**config.mk**
```make
export PLATFORM = sky130hd
export DESIGN_NAME = json_array_object_scanner_core
export DESIGN_NICKNAME = d
export VERILOG_FILES = /design/src/design/jaos_pkg.sv /design/src/design/jaos_scan.sv /design/src/design/json_array_object_scanner_core.sv
export SDC_FILE = /design/constraint.sdc
export NUM_CORES = 1
export LEC_CHECK = 0
export ABC_AREA = 1
export BUFFER_PORTS_ARGS = -buffer_cell sky130_fd_sc_hd__buf_2
export CAP_MARGIN = 20
export CORE_MARGIN = 2
export CORE_UTILIZATION = 34
export DETAILED_ROUTE_END_ITERATION = 8
export PLACE_DENSITY = 0.56
export SKIP_LAST_GASP = 1
export SLEW_MARGIN = 20
export SYNTH_ARGS = -nofsm -noshare
export SYNTH_HDL_FRONTEND = slang
export SYNTH_SLANG_ARGS = --single-unit
```
**constraint.sdc**
```tcl
create_clock -name clock -period 7.2 [get_ports clock]
set_input_delay 1.08 -clock clock [delete_from_list [all_inputs] [get_ports clock]]
set_output_delay 1.08 -clock clock [all_outputs]
set_load 0.05 [all_outputs]
```
**src/design/jaos_pkg.sv**
```systemverilog
// Shared types and constants for the JSON array object scanner.
package jaos_pkg;

   localparam logic [1:0] ST_OK        = 2'd0;
   localparam logic [1:0] ST_MALFORMED = 2'd1;
   localparam logic [1:0] ST_SIZE      = 2'd2;

   localparam logic [1:0] CSR_BODY_LIMIT   = 2'd0;
   localparam logic [1:0] CSR_OBJECT_LIMIT = 2'd1;
   localparam logic [1:0] CSR_COUNT_LIMIT  = 2'd2;

   localparam logic [24:0] BODY_LIMIT_RESET   = 25'd8388608;
   localparam logic [15:0] OBJECT_LIMIT_RESET = 16'd4096;
   localparam logic [15:0] COUNT_LIMIT_RESET  = 16'd8192;

   localparam logic        CMD_FEED   = 1'b0;

   localparam logic [7:0] CH_SPACE  = 8'h20;
   localparam logic [7:0] CH_TAB    = 8'h09;
   localparam logic [7:0] CH_CR     = 8'h0D;
   localparam logic [7:0] CH_LF     = 8'h0A;
   localparam logic [7:0] CH_QUOTE  = 8'h22;
   localparam logic [7:0] CH_BSLASH = 8'h5C;
   localparam logic [7:0] CH_LBRACE = 8'h7B;
   localparam logic [7:0] CH_RBRACE = 8'h7D;
   localparam logic [7:0] CH_LBRACK = 8'h5B;
   localparam logic [7:0] CH_RBRACK = 8'h5D;
   localparam logic [7:0] CH_COLON  = 8'h3A;
   localparam logic [7:0] CH_COMMA  = 8'h2C;
   localparam logic [7:0] CH_KEY_A  = 8'h61;
   localparam logic [7:0] CH_KEY_C  = 8'h63;
   localparam logic [7:0] CTRL_LIMIT = 8'h20;
   localparam logic [15:0] COUNT_MAX = 16'hFFFF;

   typedef struct packed {
      logic [24:0] body;
      logic [15:0] object;
      logic [15:0] count;
   } limits_type;

   typedef struct packed {
      logic [1:0]  status;
      logic [7:0]  object_byte;
      logic        object_byte_valid;
      logic        object_end;
      logic [15:0] object_total;
      logic [24:0] body_total;
      logic        stream_done;
   } rsp_type;

endpackage

```
**src/design/jaos_scan.sv**
```systemverilog
// Scan state registers, closer stack and the per-item next-state logic.
module jaos_scan #(
   parameter int STACK_DEPTH = 16
) (
   input  logic                clock,
   input  logic                reset,
   input  logic                advance,
   input  logic                cmd,
   input  logic [7:0]          in_byte,
   input  jaos_pkg::limits_type limits,
   output jaos_pkg::rsp_type   rsp
);

   localparam int DepthWidth = $clog2(STACK_DEPTH + 1);

   typedef struct packed {
      logic [1:0]            err;
      logic [24:0]           body_count;
      logic [15:0]           object_count;
      logic [15:0]           member_length;
      logic [DepthWidth-1:0] depth;
      logic                  at_key;
      logic [7:0]            key_first;
      logic [7:0]            key_second;
      logic [1:0]            key_count;
      logic                  root_open;
      logic                  root_done;
      logic                  in_str;
      logic                  escape;
      logic                  key_cap;
      logic                  key_esc;
      logic                  want_colon;
      logic                  ac_pending;
      logic                  want_ac;
      logic                  ac_seen;
      logic                  in_ac;
      logic                  ac_done;
      logic                  want_obj;
      logic                  any_obj;
      logic                  capture;
   } scan_state_type;

   typedef struct packed {
      scan_state_type st;
      logic [1:0]     code;
      logic           cap;
      logic           closed;
      logic           push;
      logic           pop;
      logic           push_bit;
   } scan_out_type;

   localparam logic [DepthWidth-1:0] DEPTH_ZERO = '0;
   localparam logic [DepthWidth-1:0] DEPTH_ONE  = DepthWidth'(1);
   localparam logic [DepthWidth-1:0] DEPTH_TWO  = DepthWidth'(2);
   localparam logic [DepthWidth-1:0] DEPTH_FULL = DepthWidth'(STACK_DEPTH);

   function automatic scan_out_type scan_one(input scan_state_type s, input logic top_brace,
                                             input logic [7:0] c,
                                             input jaos_pkg::limits_type lim);
      scan_out_type r;
      logic         blank;
      logic         over;
      r          = '0;
      r.st       = s;
      r.code     = jaos_pkg::ST_OK;
      blank = (c == jaos_pkg::CH_SPACE) || (c == jaos_pkg::CH_TAB) ||
              (c == jaos_pkg::CH_CR) || (c == jaos_pkg::CH_LF);
      if (r.st.root_done) begin
         r.code = blank ? jaos_pkg::ST_OK : jaos_pkg::ST_MALFORMED;
         return r;
      end
      if (r.st.capture) begin
         if (r.st.member_length >= lim.object) begin
            r.code = jaos_pkg::ST_SIZE;
            return r;
         end
         r.st.member_length = r.st.member_length + 16'd1;
         r.cap = 1'b1;
      end
      if (r.st.in_str) begin
         if (r.st.escape) begin
            r.st.escape = 1'b0;
            if (r.st.key_cap) begin
               r.st.key_esc = 1'b1;
            end
         end else if (c == jaos_pkg::CH_BSLASH) begin
            r.st.escape = 1'b1;
         end else if (c == jaos_pkg::CH_QUOTE) begin
            r.st.in_str = 1'b0;
            if (r.st.key_cap) begin
               r.st.ac_pending = !r.st.key_esc && (r.st.key_count == 2'd2) &&
                                 (r.st.key_first == jaos_pkg::CH_KEY_A) &&
                                 (r.st.key_second == jaos_pkg::CH_KEY_C);
               r.st.want_colon = 1'b1;
               r.st.key_cap    = 1'b0;
            end
            if (r.st.depth == DEPTH_ONE) begin
               r.st.at_key = 1'b0;
            end
         end else if (c < jaos_pkg::CTRL_LIMIT) begin
            r.code = jaos_pkg::ST_MALFORMED;
         end else if (r.st.key_cap) begin
            if (r.st.key_count == 2'd0) begin
               r.st.key_first = c;
            end else if (r.st.key_count == 2'd1) begin
               r.st.key_second = c;
            end
            if (r.st.key_count < 2'd3) begin
               r.st.key_count = r.st.key_count + 2'd1;
            end
         end
         return r;
      end
      if (blank) begin
         return r;
      end
      if (!r.st.root_open) begin
         if (c != jaos_pkg::CH_LBRACE) begin
            r.code = jaos_pkg::ST_MALFORMED;
            return r;
         end
         r.st.root_open = 1'b1;
      end
      if (r.st.want_colon) begin
         if (c != jaos_pkg::CH_COLON) begin
            r.code = jaos_pkg::ST_MALFORMED;
            return r;
         end
         r.st.want_colon = 1'b0;
         r.st.want_ac    = r.st.ac_pending;
         r.st.ac_pending = 1'b0;
         r.st.at_key     = 1'b0;
         return r;
      end
      if (r.st.want_ac) begin
         if (c != jaos_pkg::CH_LBRACK || r.st.ac_seen || r.st.depth != DEPTH_ONE) begin
            r.code = jaos_pkg::ST_MALFORMED;
            return r;
         end
         r.st.ac_seen  = 1'b1;
         r.st.in_ac    = 1'b1;
         r.st.want_obj = 1'b1;
         r.st.any_obj  = 1'b0;
         r.st.want_ac  = 1'b0;
      end
      if (c == jaos_pkg::CH_QUOTE) begin
         r.st.in_str    = 1'b1;
         r.st.escape    = 1'b0;
         r.st.key_esc   = 1'b0;
         r.st.key_count = 2'd0;
         r.st.key_cap   = (r.st.depth == DEPTH_ONE) && r.st.at_key;
         return r;
      end
      if (r.st.in_ac && r.st.depth == DEPTH_TWO) begin
         if (c == jaos_pkg::CH_LBRACE) begin
            if (!r.st.want_obj) begin
               r.code = jaos_pkg::ST_MALFORMED;
               return r;
            end
            r.st.want_obj = 1'b0;
         end else if (c == jaos_pkg::CH_COMMA) begin
            if (r.st.want_obj || !r.st.any_obj) begin
               r.code = jaos_pkg::ST_MALFORMED;
               return r;
            end
            r.st.want_obj = 1'b1;
         end else if (c == jaos_pkg::CH_RBRACK) begin
            if (r.st.want_obj && r.st.any_obj) begin
               r.code = jaos_pkg::ST_MALFORMED;
               return r;
            end
         end else begin
            r.code = jaos_pkg::ST_MALFORMED;
            return r;
         end
      end
      if (c == jaos_pkg::CH_LBRACE || c == jaos_pkg::CH_LBRACK) begin
         if (r.st.depth >= DEPTH_FULL) begin
            r.code = jaos_pkg::ST_SIZE;
            return r;
         end
         if (r.st.in_ac && r.st.depth == DEPTH_TWO && c == jaos_pkg::CH_LBRACE) begin
            r.st.capture       = 1'b1;
            r.st.member_length = 16'd1;
            r.cap              = 1'b1;
         end
         r.push     = 1'b1;
         r.push_bit = (c == jaos_pkg::CH_LBRACE);
         r.st.depth = r.st.depth + DEPTH_ONE;
      end else if (c == jaos_pkg::CH_RBRACE || c == jaos_pkg::CH_RBRACK) begin
         if (r.st.depth == DEPTH_ZERO || top_brace != (c == jaos_pkg::CH_RBRACE)) begin
            r.code = jaos_pkg::ST_MALFORMED;
            return r;
         end
         if (c == jaos_pkg::CH_RBRACK && r.st.in_ac && r.st.depth == DEPTH_TWO) begin
            r.st.in_ac   = 1'b0;
            r.st.ac_done = 1'b1;
         end
         r.pop      = 1'b1;
         r.st.depth = r.st.depth - DEPTH_ONE;
         if (r.st.capture && r.st.depth == DEPTH_TWO && c == jaos_pkg::CH_RBRACE) begin
            over = r.st.object_count >= lim.count;
            r.st.capture = 1'b0;
            r.st.any_obj = 1'b1;
            if (r.st.object_count != jaos_pkg::COUNT_MAX) begin
               r.st.object_count = r.st.object_count + 16'd1;
            end
            if (over) begin
               r.code = jaos_pkg::ST_SIZE;
               return r;
            end
            r.closed = 1'b1;
         end
         if (r.st.depth == DEPTH_ZERO) begin
            if (c != jaos_pkg::CH_RBRACE) begin
               r.code = jaos_pkg::ST_MALFORMED;
               return r;
            end
            r.st.root_done = 1'b1;
         end
      end
      if (r.st.depth == DEPTH_ONE) begin
         r.st.at_key = (c == jaos_pkg::CH_LBRACE) || (c == jaos_pkg::CH_COMMA);
      end
      return r;
   endfunction

   scan_state_type         state_ff;
   scan_state_type         state_in;
   logic [STACK_DEPTH-1:0] stack_ff;
   logic [STACK_DEPTH-1:0] stack_in;
   scan_out_type           so;
   logic                   incomplete;
   logic [1:0]             status;

   always_comb begin
      state_in = state_ff;
      stack_in = stack_ff;
      so = scan_one(state_ff, stack_ff[0], in_byte, limits);
      incomplete = !state_ff.root_done || state_ff.in_str || state_ff.depth != DEPTH_ZERO ||
                   !state_ff.ac_seen || !state_ff.ac_done || state_ff.capture ||
                   state_ff.want_colon || state_ff.want_ac;
      if (cmd == jaos_pkg::CMD_FEED) begin
         if (state_ff.err == jaos_pkg::ST_OK) begin
            if (state_ff.body_count >= limits.body) begin
               state_in.err = jaos_pkg::ST_SIZE;
            end else begin
               state_in            = so.st;
               state_in.body_count = state_ff.body_count + 25'd1;
               state_in.err        = so.code;
               if (so.push) begin
                  stack_in = {stack_ff[STACK_DEPTH-2:0], so.push_bit};
               end else if (so.pop) begin
                  stack_in = {1'b0, stack_ff[STACK_DEPTH-1:1]};
               end
            end
         end
         status = state_in.err;
      end else if (state_ff.err != jaos_pkg::ST_OK) begin
         status = state_ff.err;
      end else begin
         status = incomplete ? jaos_pkg::ST_MALFORMED : jaos_pkg::ST_OK;
      end
      rsp.status            = status;
      rsp.object_byte       = (cmd == jaos_pkg::CMD_FEED) ? in_byte : 8'd0;
      rsp.object_byte_valid = (cmd == jaos_pkg::CMD_FEED) && state_ff.err == jaos_pkg::ST_OK &&
                              state_ff.body_count < limits.body && so.cap &&
                              status == jaos_pkg::ST_OK;
      rsp.object_end        = (cmd == jaos_pkg::CMD_FEED) && state_ff.err == jaos_pkg::ST_OK &&
                              state_ff.body_count < limits.body && so.closed &&
                              status == jaos_pkg::ST_OK;
      rsp.object_total      = state_in.object_count;
      rsp.body_total        = state_in.body_count;
      rsp.stream_done       = (cmd != jaos_pkg::CMD_FEED) && state_ff.err == jaos_pkg::ST_OK &&
                              !incomplete;
   end

   always_ff @(posedge clock) begin
      if (reset) begin
         state_ff <= '0;
      end else if (advance) begin
         state_ff <= state_in;
      end
   end

   always_ff @(posedge clock) begin
      if (advance) begin
         stack_ff <= stack_in;
      end
   end

endmodule

```
**src/design/json_array_object_scanner_core.sv**
```systemverilog
// Scans a JSON response body one byte per item, yielding the "ac" array member objects.
// Each item sits in the input register; the scan logic updates the scan state and
// writes the result register in the same cycle, so a new item is taken every cycle
// while rsp_ready is high. The closer stack is a STACK_DEPTH-bit shift register whose
// top bit is read in place, so nesting never stalls the scan. Limit registers take
// effect on the next item and are written through csr_wr_en, csr_index and csr_wdata.
module json_array_object_scanner_core #(
   parameter int STACK_DEPTH = 16
) (
   input  logic        clock,
   input  logic        reset,
   input  logic        req_valid,
   output logic        req_ready,
   input  logic        req_cmd,
   input  logic [7:0]  req_in_byte,
   output logic        rsp_valid,
   input  logic        rsp_ready,
   output logic [1:0]  rsp_status,
   output logic [7:0]  rsp_object_byte,
   output logic        rsp_object_byte_valid,
   output logic        rsp_object_end,
   output logic [15:0] rsp_object_total,
   output logic [24:0] rsp_body_total,
   output logic        rsp_stream_done,
   input  logic        csr_wr_en,
   input  logic [1:0]  csr_index,
   input  logic [24:0] csr_wdata
);

   jaos_pkg::limits_type limits_ff;
   logic                 in_valid_ff;
   logic                 in_cmd_ff;
   logic [7:0]           in_byte_ff;
   logic                 out_valid_ff;
   jaos_pkg::rsp_type    out_ff;
   jaos_pkg::rsp_type    rsp_in;
   logic                 advance;

   assign advance   = in_valid_ff && (!out_valid_ff || rsp_ready);
   assign req_ready = !in_valid_ff || advance;

   jaos_scan #(
      .STACK_DEPTH(STACK_DEPTH)
   ) u_scan (
      .clock   (clock),
      .reset   (reset),
      .advance (advance),
      .cmd     (in_cmd_ff),
      .in_byte (in_byte_ff),
      .limits  (limits_ff),
      .rsp     (rsp_in)
   );

   always_ff @(posedge clock) begin
      if (reset) begin
         limits_ff.body   <= jaos_pkg::BODY_LIMIT_RESET;
         limits_ff.object <= jaos_pkg::OBJECT_LIMIT_RESET;
         limits_ff.count  <= jaos_pkg::COUNT_LIMIT_RESET;
      end else if (csr_wr_en) begin
         unique case (csr_index)
            jaos_pkg::CSR_BODY_LIMIT:   limits_ff.body   <= csr_wdata;
            jaos_pkg::CSR_OBJECT_LIMIT: limits_ff.object <= csr_wdata[15:0];
            jaos_pkg::CSR_COUNT_LIMIT:  limits_ff.count  <= csr_wdata[15:0];
            default: begin
            end
         endcase
      end
   end

   always_ff @(posedge clock) begin
      if (reset) begin
         in_valid_ff  <= 1'b0;
         out_valid_ff <= 1'b0;
      end else begin
         if (req_ready) begin
            in_valid_ff <= req_valid;
         end
         if (advance) begin
            out_valid_ff <= 1'b1;
         end else if (rsp_ready) begin
            out_valid_ff <= 1'b0;
         end
      end
   end

   always_ff @(posedge clock) begin
      if (req_valid && req_ready) begin
         in_cmd_ff  <= req_cmd;
         in_byte_ff <= req_in_byte;
      end
      if (advance) begin
         out_ff <= rsp_in;
      end
   end

   assign rsp_valid             = out_valid_ff;
   assign rsp_status            = out_ff.status;
   assign rsp_object_byte       = out_ff.object_byte;
   assign rsp_object_byte_valid = out_ff.object_byte_valid;
   assign rsp_object_end        = out_ff.object_end;
   assign rsp_object_total      = out_ff.object_total;
   assign rsp_body_total        = out_ff.body_total;
   assign rsp_stream_done       = out_ff.stream_done;

endmodule
```
==> summary.md, run 1 <==
| Metric | Value |
|---|---|
| Post-synth ARST share | `0%` |
| Vias in the first global route | `10800` |
| Max Cap Viol | `0` |
| Clock sink total | `between 200 and 250` |
| Dominant synthesized flop cell | `dfxtp_1` |
| First-pass GRT wire length | `58800 µm` |
| Crit path capture type | `flop` |
| Avg Vias per Cell | `about 5` |
| Clk_skew | `0.0282 ns` |
| GR peak layer | `met2` |
| Layout cells sized above 1 | `around an eighth` |
| Global Route met3 Usage | `under 10%` |
| Final ANT Viol Nets | `0` |
| CTS Buf Count | `28` |
| WL final | `about 36000 µm` |
| Crit Path Class | `reg2reg` |
| Most frequent cells in the layout | `249 x inv_1, 245 x nand2_1, 182 x a21oi_1, 172 x o21ai_0, 157 x dfxtp_1` |
| Crit path arrival time | `4.50 ns` |
| Clk Tree Root Cell | `clkbuf_16` |
| CTS tree | `built` |
| Setup Viol. Count Final | `0` |
| Most common cell after layout, fill and taps aside | `inv_1` |
| Post-CTS Setup Inserts | `0` |
| Met1 usage | `between 20% and 30%` |
| Worst-path clk slew | `about 0.060 ns` |
| Sequential fraction of the synthesis area | `~43%` |
| FP Rows | `71` |
| Worst slew pin tran | `a little over 0.9 ns` |
| CP max stage cell | `nor2_1` |
| PortBufs | `96` |
| CP startpoint kind | `flop` |
| H-tree depth | `1` |
| Worst skew pair latency | `around 0.58 ns` |
| Seq pwr share | `roughly 46%` |
| Post-synth EDFFs | `79` |
| Fin. Hold Viols | `0` |
| Period Utilization, post-route | `between 50% and 60%` |
| Switching power of the nets | `~900 µW` |
| Initial Util | `between 30% and 40%` |
| Filler cell count | `3943` |
| GRT met2 Usage | `30.3%` |
| Worst Path Required | `7.50 ns` |
| Final net count | `between 1500 and 2000` |
| Placed inst area | `13900 µm²` |
| Dpl hpwl | `around 27000 µm` |
| Slew Limit Headroom | `37.3%` |
| PD cells | `about 220 nW/µm²` |
| ANT cells | `0` |
| Static Leakage | `slightly above 6 nW` |
| YS warnings | `0` |
| Mean Syn Cell Area | `between 7 and 8 µm²` |
| I/O Pins | `97` |
| Initial antenna violation count | `0` |
| Status | `finished, final reports clean` |
| Die height | `just under 200 µm` |
| Chip width | `between 150 and 200 µm` |
| #FFs+latches synth | `~240` |
| Total negative setup slack | `0 ns` |
| Max incr delay on CP | `roughly 0.73 ns` |
| Critical R2R Launch | `in_byte_ff[1]$_DFFE_PP_` |
| Die area | `roughly 40000 µm²` |
| WL per Instance | `roughly 16 µm` |
| Setup slack at placement | `slightly above 3 ns` |
| Finished Layout Cells | `2269` |
| Multi-input gate area | `between 6000 and 7000 µm²` |
| DRC Markers | `0` |
| Placed Cells | `between 2000 and 2500` |
| Crit path time final | `4.21 ns` |
| Cells after synthesis | `roughly 1700` |
| Origin of the worst setup path | `in_byte_ff[1]$_DFFE_PP_` |
| Largest net degree at the start of global routing | `slightly below 80` |
| Core footprint | `around 37000 µm²` |
| Global Route Usage Sum | `between 10% and 20%` |
| Fin. max-slew vios | `0` |
| Hold_buf cts | `0` |
| Gr ovfl total | `0` |
| FF-to-FF path depth | `26` |
| RSZ-0062 raised after global routing | `false` |
| Max Fclk | `approximately 0.24 GHz` |
| Critical Path Most Common Cell | `nand2_1` |
| Cts repair resizes | `0` |
| Synthesized area | `roughly 13000 µm²` |
| Via count | `roughly 11000` |
| Hold Path Depth | `2` |
| Peak VDD IR | `160 µV` |
| Synth cell types | `roughly 60` |
| FF-to-FF setup slack | `between 2 and 3 ns` |
| FF+latch area | `5520 µm²` |
| Syn nets | `1765` |
| Final instance area | `around 15000 µm²` |
| Sw frac | `~28%` |
| Max FO, Critical Path | `14` |
| Routability Congestion | `between 0.9 and 1` |
| CP endpoint | `rsp_object_byte_valid$_DFFE_PP_` |
| Worst min path class | `reg2reg` |
| Max Buffers Root-to-Sink | `3` |
| Iteration-0 DRC Markers | `between 600 and 700` |
| 1st-pass router iterations | `5` |
| Part of the power in the clock network | `a little over two fifths` |
| Worst Setup Slack, final | `about 3.0 ns` |
| Area Overhead vs Synth | `14.3%` |
| Comb pwr share | `between 10% and 20%` |
| Internal power | `2.31 mW` |
| RR Endpoint | `rsp_object_byte_valid$_DFFE_PP_` |
[kinds of logic (layout without fill, tap and decap cells)]
| kind of cell | count (synthesis) | after routing | synth area share (%) |
|---|---|---|---|
| compound gates | 426 | 426 | 17.9 |
| xor+xnor | 44 | 44 | 2.99 |
| fa+ha+maj | 66 | 66 | 6.41 |
| buf+inv | 320 | 420 | 9.41 |
| flops | 236 | 236 | 42.8 |
| mux | 12 | 12 | 1.05 |
| simple gates | 554 | 554 | 19.5 |
[power by group through the flow]
stage	Clock [mW]	Sequential (mW)	Combinational, mW
final	1.37	1.48	0.380
after global routing	1.46	1.48	0.429
after CTS	1.41	1.48	0.381
after detailed placement	0	1.51	0.380
after global placement	0	1.51	0.374
after floorplan	0	1.55	0.215
[how the worst min path moves through the flow]
stage,startpoint,to,slack [ns]
floorplan,flop,flop,0.43
global placement,flop,flop,0.45
detailed placement,limits_ff[15]$_SDFFE_PP0P_,limits_ff[15]$_SDFFE_PP0P_,0.46
CTS,limits_ff[11]$_SDFFE_PP0P_,limits_ff[11]$_SDFFE_PP0P_,0.47
global route,limits_ff[38]$_SDFFE_PP0P_,limits_ff[38]$_SDFFE_PP0P_,0.48
finish,limits_ff[11]$_SDFFE_PP0P_,limits_ff[11]$_SDFFE_PP0P_,0.46
[Yosys cell counts (all sizes together), types with 2 or more instances]
master | instances | area share (%)
nand2 | 260 | 8.0
o221ai | 4 | 0.27
nor2 | 143 | 4.7
o211ai | 14 | 0.82
dfxtp | 157 | 24
o311ai | 3 | 0.20
or2 | 3 | 0.15
nand3b | 5 | 0.32
buf | 9 | 0.36
nand4 | 27 | 1.3
o22ai | 3 | 0.15
mux2 | 12 | 1.0
a31oi | 5 | 0.24
a41oi | 2 | 0.14
nor4 | 9 | 0.60
nand3 | 72 | 3.0
a32o | 2 | 0.16
edfxtp | 79 | 18
o21ai | 183 | 7.1
o21a | 2 | 0.12
ha | 66 | 6.4
o31ai | 2 | 0.12
clkbuf | 46 | 1.3
xnor2 | 2 | 0.14
a211oi | 12 | 0.74
nor3 | 33 | 1.4
a21oi | 185 | 7.3
inv | 265 | 7.7
o21bai | 2 | 0.12
xor2 | 42 | 2.9
[final cells by class]
type,count,area share [%]
repair buffers,103,3.62
clock inverters,10,0.586
inverters,265,6.77
clock buffers,42,5.38
multi-input cells,1102,41.9
flip-flops and latches,236,37.4
well taps,511,4.34
[worst max-delay path, delay by kind of cell (launching register included)]
family | cells | cell delay (ns)
buffers and inverters | 4 | 0.59
DFF | 1 | 0.40
and+or+nand+nor | 22 | 2.94
[metrics by stage]
| stage | util, % | hold WS [ns] | power [mW] |
|---|---|---|---|
| 2_1_floorplan | - | 0.430 | 1.77 |
| 3_3_place_gp | 36.9 | 0.446 | 1.88 |
| 3_5_place_dp | 36.9 | 0.457 | 1.89 |
| 4_1_cts | 39.3 | 0.465 | 3.27 |
| 5_1_grt | 39.3 | 0.478 | 3.37 |
| 6_report | 39.3 | 0.461 | 3.22 |
[routing by layer]
metal  up-vias  routed length, µm
li1       5711                  -
met1      5238              17000
met2       262              16400
met3        76               1780
met4         0               1170
met5         -                  0
No activity file was read; power rests on OpenSTA's default activity.
==> run 2: changes to the inputs <==
clock period = 4.1 ns   (was 7.2 ns; I/O delays follow)
==> run 2 against run 1 <==
  * Count of clock-buffer cells in the layout decreased by 9
  * Core utilization increased by 0.66 points
  * Combinational power increased by 78%
  * Die area unchanged
  * First-iteration DRC count decreased by 8.0%
  * Non-clock buffer count increased by 19
  * Sequential cell count unchanged
  * Hold slack got worse by 0.24 ns
  * Critical path depth unchanged
  * Total power increased by 85%
  * Sequential share of layout area decreased by 0.62 points
  * Routed wire length about the same
==> summary.md, run 2 (synthesis gave the netlist of run 1 again) <==
| Metric | Value |
|---|---|
| Critical Path Most Common Cell | `nand2_1` |
| Hold_ws | `~0.22 ns` |
| Setup Viol. Count Final | `0` |
| Worst Path Required | `about 4.5 ns` |
| Worst slew pin tran | `0.953 ns` |
| Period Utilization, post-route | `between 90% and 100%` |
| Clock sink total | `236` |
| Area Overhead vs Synth | `16.3%` |
| WL per Instance | `between 15 and 20 µm` |
| I/O Pins | `between 90 and 100` |
| Seq pwr share | `about 43%` |
| Max Fclk | `about 0.27 GHz` |
| Most common cell after layout, fill and taps aside | `inv_1` |
| H-tree depth | `1` |
| 1st-pass router iterations | `5` |
| Max FO, Critical Path | `18` |
| Total negative setup slack | `0 ns` |
| Clk Tree Root Cell | `clkbuf_16` |
| RSZ-0062 raised after global routing | `false` |
| Comb pwr share | `a little under an eighth` |
| Switching power of the nets | `roughly 1.6 mW` |
| Worst-path clk slew | `~0.060 ns` |
| Crit path time final | `around 3.7 ns` |
| Crit path arrival time | `4.12 ns` |
| Dpl hpwl | `26900 µm` |
| WL final | `~36000 µm` |
| Static Leakage | `6.33 nW` |
| FF-to-FF path depth | `26` |
| Fin. Hold Viols | `0` |
| Iteration-0 DRC Markers | `slightly above 600` |
| Max incr delay on CP | `0.41 ns` |
| FP Rows | `71` |
| Most frequent cells in the layout | `249 x inv_1, 245 x nand2_1, 182 x a21oi_1, 172 x o21ai_0, 157 x dfxtp_1` |
| Fin util | `around 40%` |
| Internal power | `about 4.4 mW` |
| Hold EP | `in_byte_ff[7]$_DFFE_PP_` |
| Global Route Usage Sum | `a little under a fifth` |
| Min-Delay Startpoint | `req_in_byte[7]` |
| Setup slack at placement | `between 0.2 and 0.3 ns` |
| PD cells | `approximately 400 nW/µm²` |
| CP startpoint kind | `flop` |
| Routability Congestion | `0.918` |
| Initial Util | `34.4%` |
| Final net count | `approximately 1900` |
| Die area | `39500 µm²` |
| Crit path capture type | `flop` |
| Clk_skew | `~0.017 ns` |
| Avg Vias per Cell | `4.96` |
| Chip width | `slightly below 200 µm` |
| Power Total | `between 5 and 6 mW` |
| RR Endpoint | `rsp_object_end$_DFFE_PP_` |
| Largest net degree at the start of global routing | `97` |
| Fin. max-slew vios | `0` |
| Critical R2R Launch | `in_byte_ff[7]$_DFFE_PP_` |
| Peak VDD IR | `roughly 280 µV` |
| PortBufs | `between 90 and 100` |
| Hold Path Depth | `1` |
| Initial antenna violation count | `1` |
| Part of the power in the clock network | `45.2%` |
| Worst min path class | `in2reg` |
| Final ANT Viol Nets | `0` |
| Vias in the first global route | `10600` |
| Status | `finished, final reports clean` |
| Max Cap Viol | `0` |
| Sw frac | `a little over a quarter` |
| Core footprint | `between 30000 and 40000 µm²` |
| Layout cells sized above 1 | `between 10% and 20%` |
| ANT cells | `0` |
| Max Buffers Root-to-Sink | `3` |
| Worst Setup Slack, final | `around 0.40 ns` |
| CP max stage cell | `edfxtp_1` |
| Slew Limit Headroom | `a little over a third` |
| CTS Buf Count | `27` |
| Worst skew pair latency | `between 0.5 and 0.6 ns` |
| Die height | `approximately 200 µm` |
| Gr ovfl total | `0` |
| Via count | `between 10000 and 15000` |
| FF-to-FF setup slack | `between 0.3 and 0.4 ns` |
| Crit Path Class | `reg2reg` |
| CTS tree | `built` |
| DRC Markers | `0` |
| First-pass GRT wire length | `about 58000 µm` |
## run 2: cell type report
class	count	area [µm²]
fill	3902	22500
timing repair buffer	122	676
sequential	236	5520
clock inverter	17	274
inverter	265	997
multi-input combinational	1102	6170
tap	511	639
clock buffer	33	718
## run 2: worst max path at each step
stage                                           from                              end  slack, ns  cells after the start
CTS                 u_scan.state_ff[87]$_SDFFE_PP0P_                             flop       0.26                     15
global route                 in_byte_ff[5]$_DFFE_PP_  rsp_object_byte_valid$_DFFE_PP_       0.06                     26
floorplan                    in_byte_ff[5]$_DFFE_PP_     u_scan.stack_ff[0]$_DFFE_PP_       0.92                     17
global placement    u_scan.state_ff[87]$_SDFFE_PP0P_                             flop       0.30                     15
finish                       in_byte_ff[7]$_DFFE_PP_         rsp_object_end$_DFFE_PP_       0.40                     26
detailed placement  u_scan.state_ff[87]$_SDFFE_PP0P_                             flop       0.29                     15
## run 2: what timing repair did
action,CTS,global route
setup endpoints to repair,0,5
gates resized for setup,0,1
setup buffers,0,0
hold buffers,0,0
## run 2: per-stage QoR
stage / cells / area [µm²]
after floorplan: 1658 / 12900
after global placement: 2236 / 14000
after detailed placement: 2236 / 14000
after CTS: 2286 / 15000
after global routing: 2286 / 15000
final: 2286 / 15000
## run 2: worst max-delay path: cells and delay by family, from the launching register on
| family | cells | cell delay [ns] |
|---|---|---|
| compound gates | 2 | 0.26 |
| buf+inv | 5 | 0.68 |
| flops | 1 | 0.41 |
| simple gates | 19 | 2.19 |
## run 2: routing by layer
metal	global-route usage [%]	vias to the layer above	wire, µm
met5	0	-	13
met4	4.98	2	881
met3	2.51	55	1870
met2	30.6	264	16700
met1	24.9	5263	16900
li1	-	5756	-
## run 2: power by group through the flow
stage	sequential [mW]	combinational [mW]	clock [mW]
after floorplan	2.72	0.377	0
after global placement	2.64	0.669	0
after detailed placement	2.64	0.679	0
after CTS	2.59	0.683	2.77
after global routing	2.60	0.763	2.86
final	2.59	0.678	2.70
